`config.mk`:
```
export PLATFORM = sky130hd
export DESIGN_NAME = vfc_cfg_regs
export DESIGN_NICKNAME = d
export VERILOG_FILES = /design/src/hdl/vfc_pkg.sv /design/src/hdl/vfc_cfg_regs.sv
export SDC_FILE = /design/constraint.sdc
export NUM_CORES = 1
export LEC_CHECK = 0
export ABC_AREA = 1
export BUFFER_PORTS_ARGS = -buffer_cell sky130_fd_sc_hd__buf_2
export CELL_PAD_IN_SITES_DETAIL_PLACEMENT = 2
export CELL_PAD_IN_SITES_GLOBAL_PLACEMENT = 2
export CORE_MARGIN = 3
export CORE_UTILIZATION = 26
export CTS_CLUSTER_SIZE = 10
export DETAILED_ROUTE_END_ITERATION = 8
export PLACE_DENSITY_LB_ADDON = 0.1
export SLEW_MARGIN = 5
export SYNTH_ARGS = -nofsm -noshare
export SYNTH_HDL_FRONTEND = slang
export SYNTH_SLANG_ARGS = --single-unit
```
`constraint.sdc`:
```
create_clock -name clk -period 2.2 [get_ports clk]
set_clock_uncertainty 0.2 [all_clocks]
set_input_delay 0.66 -clock clk [delete_from_list [all_inputs] [get_ports clk]]
set_output_delay 0.66 -clock clk [all_outputs]
set_load 0.1 [all_outputs]
```
`src/hdl/vfc_pkg.sv`:
```
// Types and constants shared by the frustum cull block
`timescale 1ns / 1ps

package vfc_pkg;

    localparam int PlaneCount = 6;
    localparam int CoordW     = 16;
    localparam int RadiusW    = 15;
    localparam int FracShift  = 14;
    // three Q1.14 x Q11.4 products plus the scaled offset fit in 34 bits
    localparam int DistW      = 34;
    localparam int AddrW      = 6;
    localparam int IdxW       = 3;
    localparam int DataW      = 64;

    typedef enum logic [1:0] {
        CMD_POINT  = 2'd0,
        CMD_SPHERE = 2'd1,
        CMD_BOX    = 2'd2
    } cmd_t;

    typedef enum logic [IdxW-1:0] {
        REG_TOP    = 3'd0,
        REG_BOTTOM = 3'd1,
        REG_LEFT   = 3'd2,
        REG_RIGHT  = 3'd3,
        REG_NEAR   = 3'd4,
        REG_FAR    = 3'd5
    } reg_idx_t;

    typedef struct packed {
        logic signed [CoordW-1:0] d;
        logic signed [CoordW-1:0] nz;
        logic signed [CoordW-1:0] ny;
        logic signed [CoordW-1:0] nx;
    } plane_t;

    typedef struct packed {
        logic                     is_box;
        logic signed [DistW-1:0]  limit;
    } test_ctl_t;

endpackage

```
`src/hdl/vfc_cfg_regs.sv`:
```
// APB register file holding the six frustum planes
`timescale 1ns / 1ps

module vfc_cfg_regs import vfc_pkg::*; (
    input  logic              clk,
    input  logic              rst_n,
    input  logic              psel,
    input  logic              penable,
    input  logic              pwrite,
    input  logic [AddrW-1:0]  paddr,
    input  logic [DataW-1:0]  pwdata,
    output logic [DataW-1:0]  prdata,
    output logic              pready,
    output plane_t            planes [PlaneCount]
);

    plane_t           plane_reg [PlaneCount];
    logic [IdxW-1:0]  idx;
    logic             wr_en;

    assign idx    = paddr[AddrW-1:AddrW-IdxW];
    assign pready = 1'b1;
    assign wr_en  = psel && penable && pwrite;

    always_ff @(posedge clk or negedge rst_n)
    begin
        if (!rst_n)
        begin
            for (int i = 0; i < PlaneCount; i++)
            begin
                plane_reg[i] <= '0;
            end
        end
        else if (wr_en && (32'(idx) < PlaneCount))
        begin
            plane_reg[idx] <= plane_t'(pwdata);
        end
    end

    always_comb
    begin
        if (32'(idx) < PlaneCount)
        begin
            prdata = DataW'(plane_reg[idx]);
        end
        else
        begin
            prdata = '0;
        end
    end

    assign planes = plane_reg;

endmodule

```
==> impl_metrics.env <==
export IMPL_status="complete, but fails checks"
export IMPL_failed_checks="negative setup slack"
export IMPL_core_area_mm2=0.07308
export IMPL_clock_sinks=384
export IMPL_cap_viol_max_count=0
export IMPL_powerDensity_mw_per_mm2=1201
export IMPL_r2r_end="planes[157]"
export IMPL_min_path_type="primary input to register"
export IMPL_viasPerCell=4.746
export IMPL_insertion_delay_ns=0.58
export IMPL_syn_instance_count=2791
export IMPL_ios=524
export IMPL_path_class="primary input to output pin"
export IMPL_yosys_top_cells_area="dfrtp_1 (50%), nand2_1 (27%), inv_1 (8.5%)"
export IMPL_grt_pass1_vias=23110
export IMPL_dpl_cell_count=4226
export IMPL_setup_violations=64
export IMPL_place_gp_congestion=0.8091
export IMPL_slew_violations=0
export IMPL_min_period_ns=2.716
export IMPL_synth_nets=2866
export IMPL_layout_cells_non_filler=4358
export IMPL_max_freq_mhz=368.3
export IMPL_antenna_left=0
export IMPL_fin_crit_sh_pct=123.4
export IMPL_start_util_pct=26.32
export IMPL_synth_top_area_share_pct=49.96
export IMPL_finalCoreUtilization_pct=43.03
export IMPL_largest_reg_flops=384
export IMPL_ys_types=19
export IMPL_port_buffers=519
export IMPL_ir_drop_uv=706.9
export IMPL_cts_buffers=50
export IMPL_crit_path_end="prdata[0]"
export IMPL_rsz0062_at_grt="yes"
export IMPL_crit_fanout=8
export IMPL_rows=99
export IMPL_grt_util_all_layers_pct=26.42
export IMPL_setup_worst_path_start_class="primary input"
export IMPL_grt_start_max_net_pins=48
export IMPL_regToRegStartpoint="planes[157]"
export IMPL_wl_per_cell_um=24.63
export IMPL_yosysSeqAreaShare_pct=49.96
export IMPL_synthesis_area_mm2=0.01923
export IMPL_cts_clk_slew_worst_paths_ns=0.06
export IMPL_die_area_mm2=0.07727
export IMPL_nFillCells=8131
export IMPL_yosys_warnings=0
export IMPL_nNetsFinal=3437
export IMPL_antenna_found_initial=8
export IMPL_drc_errors=0
export IMPL_overflow=0
export IMPL_cp_startpoint="paddr[4]"
export IMPL_cts_tree="built"
export IMPL_die_w_um=278.0
export IMPL_synth_area_per_cell_um2=6.891
export IMPL_max_clock_path_buffers=3
export IMPL_drt_wl_total_um=107300
export IMPL_hold_viol=0
export IMPL_crit_required_ns=1.34
export IMPL_hpwl_um=68830
export IMPL_drive_gt1_share_pct=33.19
export IMPL_areaGrowthSynthToFinish_pct=63.53
export IMPL_grt_pass1_wl_um=153200
export IMPL_final_cell_mix="nand2_1 (1247), dfrtp_1 (380), inv_1 (358)"
export IMPL_vias=20690
export IMPL_p_leak_uw=0.01636
export IMPL_cp_end_kind="output pin"
export IMPL_cts_root_buf="clkbuf_16"
export IMPL_die_y_um=278.0
export IMPL_yosysTopAreaCell="dfrtp_1"
export IMPL_first_iter_violations=984
export IMPL_setup_slack_ns=-0.5155
export IMPL_ff2ff_path_depth=2
export IMPL_dr_pass1_iters=5
export IMPL_cts_htree_levels=2
export IMPL_final_common_cell="nand2_1"
export IMPL_crit_arrival_ns=1.86
export IMPL_tns_ns=-29.70
export IMPL_synth_seq_cells=384
export IMPL_reg2reg_slack_ns=1.03
-- critical path, cell delays in order --
cell	delay, ns
buf_12	0.12
nor2_4	0.15
buf_12	0.19
buf_16	0.18
nand3_1	0.13
nand2_2	0.11
inv_2	0.06
nand2_8	0.07
buf_12	0.16
-- timing repair --
| item | in CTS | in global routing |
|---|---|---|
| setup buffers | 20 | 3 |
| setup endpoints to repair | 447 | 172 |
| gates cloned | 10 | 16 |
| hold buffers | 1 | 0 |
| pin swaps | 44 | 63 |
| resized for setup | 600 | 273 |
| endpoints found under the hold margin | 20 | 0 |
-- through the flow --
stage / cell area [um2] / power, uW / setup WS [ns] / hold WS, ns
CTS: 30110 / 37440 / -0.5203 / 0.1181
global route: 31450 / 39240 / -0.5456 / 0.1448
floorplan: 20570 / 23480 / -0.2639 / 0.1644
detailed placement: 26180 / 27860 / -0.5978 / 0.2824
finish: 31450 / 37760 / -0.5155 / 0.1616
global placement: 26180 / 27520 / -0.5641 / 0.2742
-- synth_stat cells --
cell and count:
dfrtp_1 384, clkbuf_1 49, nor2_2 2, inv_2 2, buf_1 8, nand3_2 4
o21ai_0 38, nand4_1 12, buf_2 81, o21ai_1 26, nand3_4 2, nor2_4 6
nor3_1 1, nand2_1 1376, buf_4 4, inv_1 435, conb_1 1, nor2_1 154
nand3_1 206
-- logic make-up after synthesis --
group | share of synthesized area (%)
other | 0.01950
flip-flops | 49.96
AO/OA/AOI/OAI | 1.665
AND/OR/NAND/NOR | 36.45
buffers and inverters | 11.91
-- final cells by class --
class	instances	area [um2]	area share, %
timing repair buffer	661	7756	24.66
clock buffer	81	1531	4.870
tap	959	1200	3.815
sequential	384	9614	30.57
inverter	437	1700	5.407
clock inverter	5	27.53	0.08752
antenna	3	7.507	0.02387
multi-input combinational	1828	9613	30.57
-- power breakdown --
group	switching (uW)	leakage, uW	internal (uW)	total (uW)
logic	15500	0.0107	4400	19900
clock network	3320	0.000762	4710	8030
registers	1350	0.00489	8430	9780
-- how the worst min path moves through the flow --
stage,start,end,depth (start not counted)
global placement,planes[242],planes[242],2
floorplan,rst_n,planes[0],0
CTS,pwdata[37],planes[37],3
finish,pwdata[19],planes[19],3
global route,pwdata[37],planes[293],3
detailed placement,planes[326],planes[326],2
-- layer usage --
| metal | vias to the layer above | GRT usage (%) | share of wire [%] |
|---|---|---|---|
| met5 | - | 0 | 0.043 |
| met4 | 6 | 7.852 | 3.3 |
| met1 | 10700 | 31.42 | 40 |
| met3 | 157 | 6.593 | 6.1 |
| met2 | 470 | 47.04 | 50 |
| li1 | 9351 | - | - |
(Power assumes the default switching activity.)
